--- src/design/drs_pkg.sv ---
`default_nettype none

package drs_pkg;

  // Default batch size
  localparam int unsigned COUNT_DEF = 8;

  // Fixed field widths
  localparam int unsigned VALUE_W = 32;
  localparam int unsigned PLACE_W = 3;

endpackage

`default_nettype wire

--- src/design/drs_ram.sv ---
`default_nettype none

// Generic single-write, single-read RAM with registered read data
module drs_ram #(
  parameter int unsigned WIDTH = 32,
  parameter int unsigned DEPTH = 8
) (
  input  wire logic                     clk,
  input  wire logic                     wr_en,
  input  wire logic [$clog2(DEPTH)-1:0] wr_addr,
  input  wire logic [WIDTH-1:0]         wr_data,
  input  wire logic                     rd_en,
  input  wire logic [$clog2(DEPTH)-1:0] rd_addr,
  output logic      [WIDTH-1:0]         rd_data
);

  logic [WIDTH-1:0] mem [DEPTH];

  // Write port and registered read port; read data holds when not enabled
  always_ff @(posedge clk) begin
    if (wr_en) begin
      mem[wr_addr] <= wr_data;
    end
    if (rd_en) begin
      rd_data <= mem[rd_addr];
    end
  end

endmodule

`default_nettype wire

--- src/design/descending_rank_sort_core.sv ---
`default_nettype none

// Channel  | Handshake                   | Payload
// -------- | --------------------------- | ----------------------------------------
// sample   | sample_valid / sample_ready | sample_value (s32)
// result   | result_valid / result_ready | place (u3), ranked_value (s32), final_place
//
// Loading accepts a value whenever sample_valid is high; a batch holds COUNT values.
// Ranking then handles each value in turn: it fetches the value, sweeps the held-value RAM
// through one shared signed comparator, drains the last compare and writes the value to its place.
// After place 0 is fetched, results leave one per cycle while result_ready is high.
// sample_ready is low from the last value of a batch until its final result is taken.
// Reset (rst, synchronous) empties the batch and drops result_valid.
module descending_rank_sort_core #(
  parameter int unsigned COUNT = drs_pkg::COUNT_DEF
) (
  input  wire logic                                clk,
  input  wire logic                                rst,
  input  wire logic                                sample_valid,
  output logic                                     sample_ready,
  input  wire logic signed [drs_pkg::VALUE_W-1:0]  sample_value,
  output logic                                     result_valid,
  input  wire logic                                result_ready,
  output logic             [drs_pkg::PLACE_W-1:0]  place,
  output logic signed      [drs_pkg::VALUE_W-1:0]  ranked_value,
  output logic                                     final_place
);

  localparam int unsigned IW = $clog2(COUNT);
  localparam logic [IW-1:0] LAST_IDX = IW'(COUNT - 1);
  localparam logic [drs_pkg::PLACE_W-1:0] LAST_PLACE = drs_pkg::PLACE_W'(COUNT - 1);

  typedef enum logic [2:0] {
    ST_LOAD,
    ST_RD_I,
    ST_LATCH_I,
    ST_SWEEP,
    ST_DRAIN,
    ST_WRITE,
    ST_OUT_RD,
    ST_OUT_SHOW
  } state_t;

  state_t state;

  logic [IW-1:0]                      load_cnt;
  logic [IW-1:0]                      i_idx;
  logic [IW-1:0]                      j_idx;
  logic [IW-1:0]                      pend_j;
  logic                               pend;
  logic [IW-1:0]                      pos;
  logic [IW-1:0]                      k_idx;
  logic signed [drs_pkg::VALUE_W-1:0] vi;

  logic                        held_rd_en;
  logic [IW-1:0]               held_rd_addr;
  logic [drs_pkg::VALUE_W-1:0] held_rd_data;
  logic                        sort_rd_en;
  logic [IW-1:0]               sort_rd_addr;
  logic [drs_pkg::VALUE_W-1:0] sort_rd_data;
  logic                        load_acc;
  logic                        out_acc;
  logic                        hit;

  assign sample_ready = (state == ST_LOAD);
  assign load_acc     = sample_valid && sample_ready;
  assign out_acc      = result_valid && result_ready;
  assign ranked_value = $signed(sort_rd_data);

  // Shared comparator: count entries above vi, and equal entries that arrived earlier
  always_comb begin
    hit = pend && (($signed(held_rd_data) > vi) ||
                   ((pend_j < i_idx) && ($signed(held_rd_data) == vi)));
  end

  // Read port steering for both stores
  always_comb begin
    held_rd_en   = 1'b0;
    held_rd_addr = j_idx;
    sort_rd_en   = 1'b0;
    sort_rd_addr = k_idx;
    unique case (state)
      ST_RD_I: begin
        held_rd_en   = 1'b1;
        held_rd_addr = i_idx;
      end
      ST_SWEEP: begin
        held_rd_en = 1'b1;
      end
      ST_OUT_RD: begin
        sort_rd_en = 1'b1;
      end
      ST_OUT_SHOW: begin
        sort_rd_en   = out_acc && !final_place;
        sort_rd_addr = k_idx + 1'b1;
      end
      default: begin
      end
    endcase
  end

  drs_ram #(
    .WIDTH (drs_pkg::VALUE_W),
    .DEPTH (COUNT)
  ) u_held (
    .clk     (clk),
    .wr_en   (load_acc),
    .wr_addr (load_cnt),
    .wr_data (sample_value),
    .rd_en   (held_rd_en),
    .rd_addr (held_rd_addr),
    .rd_data (held_rd_data)
  );

  drs_ram #(
    .WIDTH (drs_pkg::VALUE_W),
    .DEPTH (COUNT)
  ) u_sorted (
    .clk     (clk),
    .wr_en   (state == ST_WRITE),
    .wr_addr (pos),
    .wr_data (vi),
    .rd_en   (sort_rd_en),
    .rd_addr (sort_rd_addr),
    .rd_data (sort_rd_data)
  );

  // Sequencer: load, rank each value by a full sweep, then stream out by place
  always_ff @(posedge clk) begin
    if (rst) begin
      state        <= ST_LOAD;
      load_cnt     <= '0;
      i_idx        <= '0;
      j_idx        <= '0;
      pend         <= 1'b0;
      pos          <= '0;
      k_idx        <= '0;
      result_valid <= 1'b0;
    end else begin
      unique case (state)
        ST_LOAD: begin
          if (load_acc) begin
            if (load_cnt == LAST_IDX) begin
              load_cnt <= '0;
              i_idx    <= '0;
              state    <= ST_RD_I;
            end else begin
              load_cnt <= load_cnt + 1'b1;
            end
          end
        end
        ST_RD_I: begin
          state <= ST_LATCH_I;
        end
        ST_LATCH_I: begin
          vi    <= $signed(held_rd_data);
          j_idx <= '0;
          pos   <= '0;
          state <= ST_SWEEP;
        end
        ST_SWEEP: begin
          pend   <= 1'b1;
          pend_j <= j_idx;
          if (hit) begin
            pos <= pos + 1'b1;
          end
          if (j_idx == LAST_IDX) begin
            state <= ST_DRAIN;
          end else begin
            j_idx <= j_idx + 1'b1;
          end
        end
        ST_DRAIN: begin
          pend <= 1'b0;
          if (hit) begin
            pos <= pos + 1'b1;
          end
          state <= ST_WRITE;
        end
        ST_WRITE: begin
          if (i_idx == LAST_IDX) begin
            k_idx <= '0;
            state <= ST_OUT_RD;
          end else begin
            i_idx <= i_idx + 1'b1;
            state <= ST_RD_I;
          end
        end
        ST_OUT_RD: begin
          result_valid <= 1'b1;
          place        <= '0;
          final_place  <= 1'b0;
          state        <= ST_OUT_SHOW;
        end
        ST_OUT_SHOW: begin
          if (out_acc) begin
            if (final_place) begin
              result_valid <= 1'b0;
              state        <= ST_LOAD;
            end else begin
              k_idx       <= k_idx + 1'b1;
              place       <= drs_pkg::PLACE_W'(k_idx + 1'b1);
              final_place <= ((k_idx + 1'b1) == LAST_IDX);
            end
          end
        end
        default: begin
          state <= ST_LOAD;
        end
      endcase
    end
  end

`ifndef ASSERT_OFF
  // Never take a value while a result is on offer
  assert property (@(posedge clk) disable iff (rst) !(sample_ready && result_valid))
    else $error("sample_ready and result_valid high together");

  // The final result carries the last place
  assert property (@(posedge clk) disable iff (rst)
    (result_valid && final_place) |-> (place == LAST_PLACE))
    else $error("final_place on wrong place");

  // Taking the final result reopens the input
  assert property (@(posedge clk) disable iff (rst)
    (out_acc && final_place) |=> (sample_ready && !result_valid))
    else $error("input not reopened after batch");

  // A sweep always leaves a compare in flight for the drain cycle
  assert property (@(posedge clk) disable iff (rst)
    (state == ST_SWEEP) |=> pend)
    else $error("compare pipeline lost an entry");
`endif

endmodule

`default_nettype wire
--- config.mk ---
export PLATFORM = sky130hd
export DESIGN_NAME = descending_rank_sort_core
export DESIGN_NICKNAME = d
export VERILOG_FILES = /design/src/design/drs_pkg.sv /design/src/design/drs_ram.sv /design/src/design/descending_rank_sort_core.sv
export SDC_FILE = /design/constraint.sdc
export NUM_CORES = 1
export LEC_CHECK = 0
export BUFFER_PORTS_ARGS = -buffer_cell sky130_fd_sc_hd__buf_2
export CAP_MARGIN = 40
export CORE_MARGIN = 2
export CORE_UTILIZATION = 40
export CTS_BUF_LIST = sky130_fd_sc_hd__clkbuf_8
export CTS_CLUSTER_DIAMETER = 80
export CTS_CLUSTER_SIZE = 14
export DETAILED_ROUTE_END_ITERATION = 10
export PLACE_DENSITY = 0.57
export SYNTH_ARGS = -nofsm -noshare
export SYNTH_HDL_FRONTEND = slang
export SYNTH_SLANG_ARGS = --single-unit
export TNS_END_PERCENT = 100
--- constraint.sdc ---
create_clock -name clk -period 5.9 [get_ports clk]
set_clock_uncertainty 0.2 [all_clocks]
set_input_delay 1.18 -clock clk [delete_from_list [all_inputs] [get_ports clk]]
set_output_delay 1.18 -clock clk [all_outputs]
set_load 0.05 [all_outputs]
==> results.ini, run 1 <==
[outcome]
status=complete, no violations

[yosys]
synth_edf_count=615
synth_fp_nets=1217
ys_ff_latch=635
synth_area_per_cell_um2=21.5
yosysSeqAreaShare_pct=77.2
ys_warn_count=0
synth_area_um2=24400
synth_cell_types=47
yosys_most_used_dff=edfxtp_1
netlist_instances=1137
async_reset_ff_share_pct=0

[final_layout]
antenna_cells=0
drive_gt1_share_pct=29.8
syn_to_final_growth_pct=10.1
finalNetCount=1335
layout_common_cells=615 x edfxtp_1, 128 x mux4_2, 73 x buf_2
layout_commonest_cell=edfxtp_1
fin_util_pct=44.6
fin_cells=2057

[clock_tree]
holdBufCountCts=0
cts_setup_buffers=0
clkTransAtPathRegs_ps=90
htree_num_levels=2
cts_buffer_depth=3
cts_sinks=635
tritoncts=done
root_buffer=clkbuf_8
cts_resized=0
clk-insertion-delay-late_ps=660
numCtsBuffers=51

[drt]
drt-initial-drc-count=741
dr_total_vias=10700
ant_nets=0
wl_um=45500
routedWlPerCell_um=22.1
drc_errors=0
firstDrtPassIters=5
vias_per_cell=5.21

[setup_path]
r2r_cells=7
cp_max_fo=33
crit_arrival_ps=4090
worst_path_max_delay_cell=mux2i_4
cp_common_cell=buf_4
worstPathCellList=and2b_1 > buf_4 > and2b_2 > mux2i_4 > buf_4 > mux4_2 > mux2_2
start_kind=flip-flop
path_depth=7
crit_family=multiplexers
max_stage_delay_ps=690
cp.required_ps=6100
path_buf_inv=2
endpoint_kind=flip-flop
crit_type=flip-flop to flip-flop

[sta]
rsz0062_at_grt=false
fmax_mhz=258
drv_slew=0
setup_viol=0
fin_crit_ps=3880
fin_crit_sh_pct=65.8
finalHoldViolCount=0
relSlewSlack_pct=49.3
fin_tns_setup_ps=0
tightest_slew_ps=745
fin_hold_ws_ps=259

[floorplan]
initial_core_util_pct=40.5
ios=74
coreArea_um2=60400
dieArea_um2=63100
fp.dieW_um=251
die_h_um=251
num_rows=90

[global_route]
grtUsageTotal_pct=14.8
gr-usage-met2_pct=25.2
antenna_found_initial=8
gr-usage-met3_pct=2.83
grt_overflow=0
met1_usage_pct=19.5
grt_pass1_vias=11400
globalRoute.busiestLayer=met2
grt_max_degree=65
grt_pass1_wl_um=70100

[pwr]
power.total_mw=7.28
peakVddDrop_v=0.000147
leakagePower_nw=8.76
power_per_cell_area_nw_per_um2=271

[placement]
portBuffers=73
dp_hpwl_um=26000
dp.cells=1984
place.gp.congestion=0.713

[worst_hold_path]
holdPathStages=0
min_path_type=flip-flop to flip-flop

[job]
cap_viol_max_count=0

## cells by family after synthesis
logic type | synth area share (%)
AO/OA/AOI/OAI | 1.49
XOR/XNOR | 0.0717
adder cells (fa/ha/maj) | 2.25
buffers and inverters | 1.45
flip-flops | 77.2
multiplexers | 15.0
AND/OR/NAND/NOR | 2.49
## worst register-to-register path, stage by stage, from the launching register on
cell	delay [ps]
dfxtp_1	600
and2b_1	190
buf_4	470
and2b_2	370
mux2i_4	690
buf_4	480
mux4_2	380
mux2_2	270
## Yosys cell counts, types with 2 or more instances
cell type | instances | area (um^2)
a211oi_1 | 2 | 15.0
a21boi_0 | 3 | 22.5
a21o_1 | 3 | 22.5
a21oi_1 | 33 | 165
and2b_1 | 2 | 15.0
buf_2 | 14 | 70.1
buf_6 | 6 | 67.6
clkbuf_1 | 16 | 60.1
dfxtp_1 | 20 | 400
edfxtp_1 | 615 | 18500
ha_1 | 44 | 551
inv_1 | 39 | 146
mux2_2 | 64 | 721
mux2i_1 | 5 | 50.1
mux4_2 | 128 | 2880
nand2_1 | 27 | 101
nand2b_1 | 8 | 50.1
nand3_1 | 13 | 65.1
nand4_1 | 8 | 50.1
nor2_1 | 33 | 124
nor2b_1 | 4 | 25.0
nor3_1 | 12 | 60.1
nor3b_1 | 2 | 15.0
nor4_1 | 2 | 12.5
o211ai_1 | 3 | 22.5
o21a_1 | 2 | 15.0
o21ai_0 | 8 | 40.0
o31a_1 | 2 | 17.5
## path summary, 6_finish.rpt
kind / startpoint / endpoint / slack, ps
max reg2reg: state[0]$_SDFFE_PP0P_ / u_held.rd_data[18]$_DFFE_PP_ / 2020
min reg2reg: u_held.rd_data[0]$_DFFE_PP_ / vi[0]$_DFFE_PP_ / 260
min: u_held.rd_data[0]$_DFFE_PP_ / vi[0]$_DFFE_PP_ / 260
max: state[0]$_SDFFE_PP0P_ / u_held.rd_data[18]$_DFFE_PP_ / 2020
## final cells by class
class                      instances  area [um^2]
clock buffer                      55          757
clock inverter                    18         93.8
inverter                          39          146
fill                            5117        33500
multi-input combinational        425         5390
tap                              782          978
sequential                       635        18900
timing repair buffer             103          676
## power by group
part | switching (mW) | internal, mW | leakage (nW)
clock network | 1.34 | 0.887 | 0.500
registers | 0.00956 | 4.94 | 5.71
logic | 0.0644 | 0.0432 | 2.55
total | 1.42 | 5.87 | 8.76
## stage by stage
stage	area, um^2	worst slack, ps
finish	26900	2020
global route	26900	1770
CTS	26900	1900
detailed placement	26100	1890
global placement	26000	1970
floorplan	24400	946
## metal layers
layer | vias up | part of all wire (%)
met5 | - | 0.18
met4 | 16 | 2.1
met3 | 86 | 4.5
met2 | 176 | 49
met1 | 5576 | 44
li1 | 4859 | -
## flip-flops by register name, summed over array words and instances, names as in the netlist
register,count
pend,1
u_sorted.mem,256
state,3
u_sorted.rd_data,32
place,3
result_valid,1
final_place,1
u_held.rd_data,32
load_cnt,3
pend_j,3
u_held.mem,256
i_idx,3
vi,32
k_idx,3
j_idx,3
pos,3
Note: power is estimated with default switching activity, not from simulation.
==> run 2, diff against run 1 <==
- PLACE_DENSITY: 0.57 -> 0.59
- clock period: 5.9 -> 3.21 ns (I/O delays scaled with it)
==> results.ini, run 2 (synthesis gave the netlist of run 1 again) <==
[job]
cap_viol_max_count=0

[final_layout]
drive_gt1_share_pct=30.4
syn_to_final_growth_pct=12.8
finalNetCount=1383
layout_commonest_cell=edfxtp_1
layout_common_cells=615 x edfxtp_1, 128 x mux4_2, 73 x buf_2
fin_area_um2=27600
top_regs=u_held.mem x256, u_sorted.mem x256

[clock_tree]
numCtsBuffers=51
root_buffer=clkbuf_8
cts_setup_buffers=0
cts_resized=0
clk-insertion-delay-late_ps=680
cts_buffer_depth=3
tritoncts=done
clkTransAtPathRegs_ps=90
holdBufCountCts=26
cts_sinks=635
htree_num_levels=2

[outcome]
status=complete, no violations

[drt]
drc_errors=0
dr_total_vias=10900
wl_um=45100
firstDrtPassIters=5
vias_per_cell=5.18
ant_nets=0
routedWlPerCell_um=21.4
drt-initial-drc-count=718

[floorplan]
dieArea_um2=63100
die_h_um=251
fp.dieW_um=251
num_rows=90
coreArea_um2=60400
initial_core_util_pct=40.5
ios=74

[setup_path]
cp_max_fo=9
crit_arrival_ps=3400
endpoint_kind=flip-flop
r2r_end=pos[0]$_SDFFE_PP0P_
r2r_cells=9
r2r_slack_ps=160
cp.required_ps=3570
crit_type=flip-flop to flip-flop
start_kind=flip-flop
timing.rr.start=vi[23]$_DFFE_PP_

[pwr]
leakagePower_nw=9.01
peakVddDrop_v=0.000266
p_int_mw=10.7
p_sw_mw=2.65
pwr-share-clk_pct=29.9
p_seq_share_pct=68.2
power_frac_comb_pct=1.8
power_per_cell_area_nw_per_um2=484
switching_share_pct=19.9

[worst_hold_path]
holdPathStages=1
holdPathEnd=u_held.mem[1][11]$_DFFE_PP_
min_path_type=input port to flip-flop
hold_start=sample_value[11]

[global_route]
antenna_found_initial=4
gr-usage-met2_pct=25.2
grt_pass1_vias=11700
globalRoute.busiestLayer=met2
grt_max_degree=65
met1_usage_pct=19.0
grtUsageTotal_pct=14.5
grt_overflow=0
grt_pass1_wl_um=69400
gr-usage-met3_pct=2.31

[placement]
portBuffers=73
dp_hpwl_um=25400
place.gp.congestion=0.742
place_area_um2=26500
post-place-ws_ps=186

[sta]
setup_viol=0
fin_crit_sh_pct=94.9
tightest_slew_ps=686
fmax_mhz=328
drv_slew=0
fin_crit_ps=3050
relSlewSlack_pct=54.1
finalHoldViolCount=0
fin_tns_setup_ps=0
setup_ws_ps=165
rsz0062_at_grt=false

## run 2: cell types whose count changed in the layout (fill, tap and decap cells not counted), sizes merged, moves of 2 or more
cell | before | now
clkbuf | 55 | 52
inv | 56 | 60
buf | 103 | 125
diode | 0 | 2
dlygate4sd3 | 0 | 26
## run 2: how the worst max path moves through the flow
stage	startpoint	end	slack [ps]	cells after the start
5_1_grt	vi[23]$_DFFE_PP_	pos[0]$_SDFFE_PP0P_	20	9
6_report	vi[23]$_DFFE_PP_	pos[0]$_SDFFE_PP0P_	160	9
4_1_cts	vi[23]$_DFFE_PP_	pos[0]$_SDFFE_PP0P_	130	9
3_3_place_gp	u_held.rd_data[31]$_DFFE_PP_	pos[0]$_SDFFE_PP0P_	280	8
2_1_floorplan	state[1]$_SDFFE_PP0P_	u_sorted.mem[4][0]$_DFFE_PP_	-540	4
3_5_place_dp	vi[23]$_DFFE_PP_	pos[0]$_SDFFE_PP0P_	190	9
## run 2: layout make-up
type | instances | area (um^2)
inverters | 39 | 146
clock buffers | 52 | 716
flip-flops and latches | 635 | 18900
diodes | 2 | 5.00
clock inverters | 22 | 96.3
multi-input cells | 425 | 5420
repair buffers | 151 | 1330
well taps | 782 | 978
fillers | 5017 | 32800
## run 2: metal layers
| layer | wire length, um | up-vias |
|---|---|---|
| met5 | 24 | - |
| met1 | 19700 | 5684 |
| li1 | - | 4956 |
| met2 | 22600 | 219 |
| met4 | 889 | 4 |
| met3 | 1890 | 65 |
## run 2: power by group through the flow
| stage | logic (mW) | registers [mW] | clock network, mW |
|---|---|---|---|
| 6_report | 0.243 | 9.09 | 3.99 |
| 3_3_place_gp | 0.214 | 9.28 | 0 |
| 5_1_grt | 0.266 | 9.10 | 4.43 |
| 4_1_cts | 0.249 | 9.09 | 4.17 |
| 2_1_floorplan | 0.102 | 9.28 | 0 |
| 3_5_place_dp | 0.220 | 9.28 | 0 |
## run 2: critical path, stage by stage, from the launching register on
cell      delay [ps]
edfxtp_1         500
inv_1             80
ha_1             320
nand4_1          220
nor4_4           410
nand3_1          160
or4b_4           510
and3b_1          210
and3_1           180
a21o_1           150
## run 2: per-stage QoR
step / util, % / total power, mW / hold slack (ps) / instances
2_1_floorplan: - / 9.38 / 226 / 1137
3_3_place_gp: 43.9 / 9.49 / 241 / 2006
3_5_place_dp: 43.9 / 9.50 / 242 / 2006
4_1_cts: 45.6 / 13.5 / 0.780 / 2106
5_1_grt: 45.7 / 13.8 / 31.4 / 2108
6_report: 45.7 / 13.3 / 50.6 / 2108
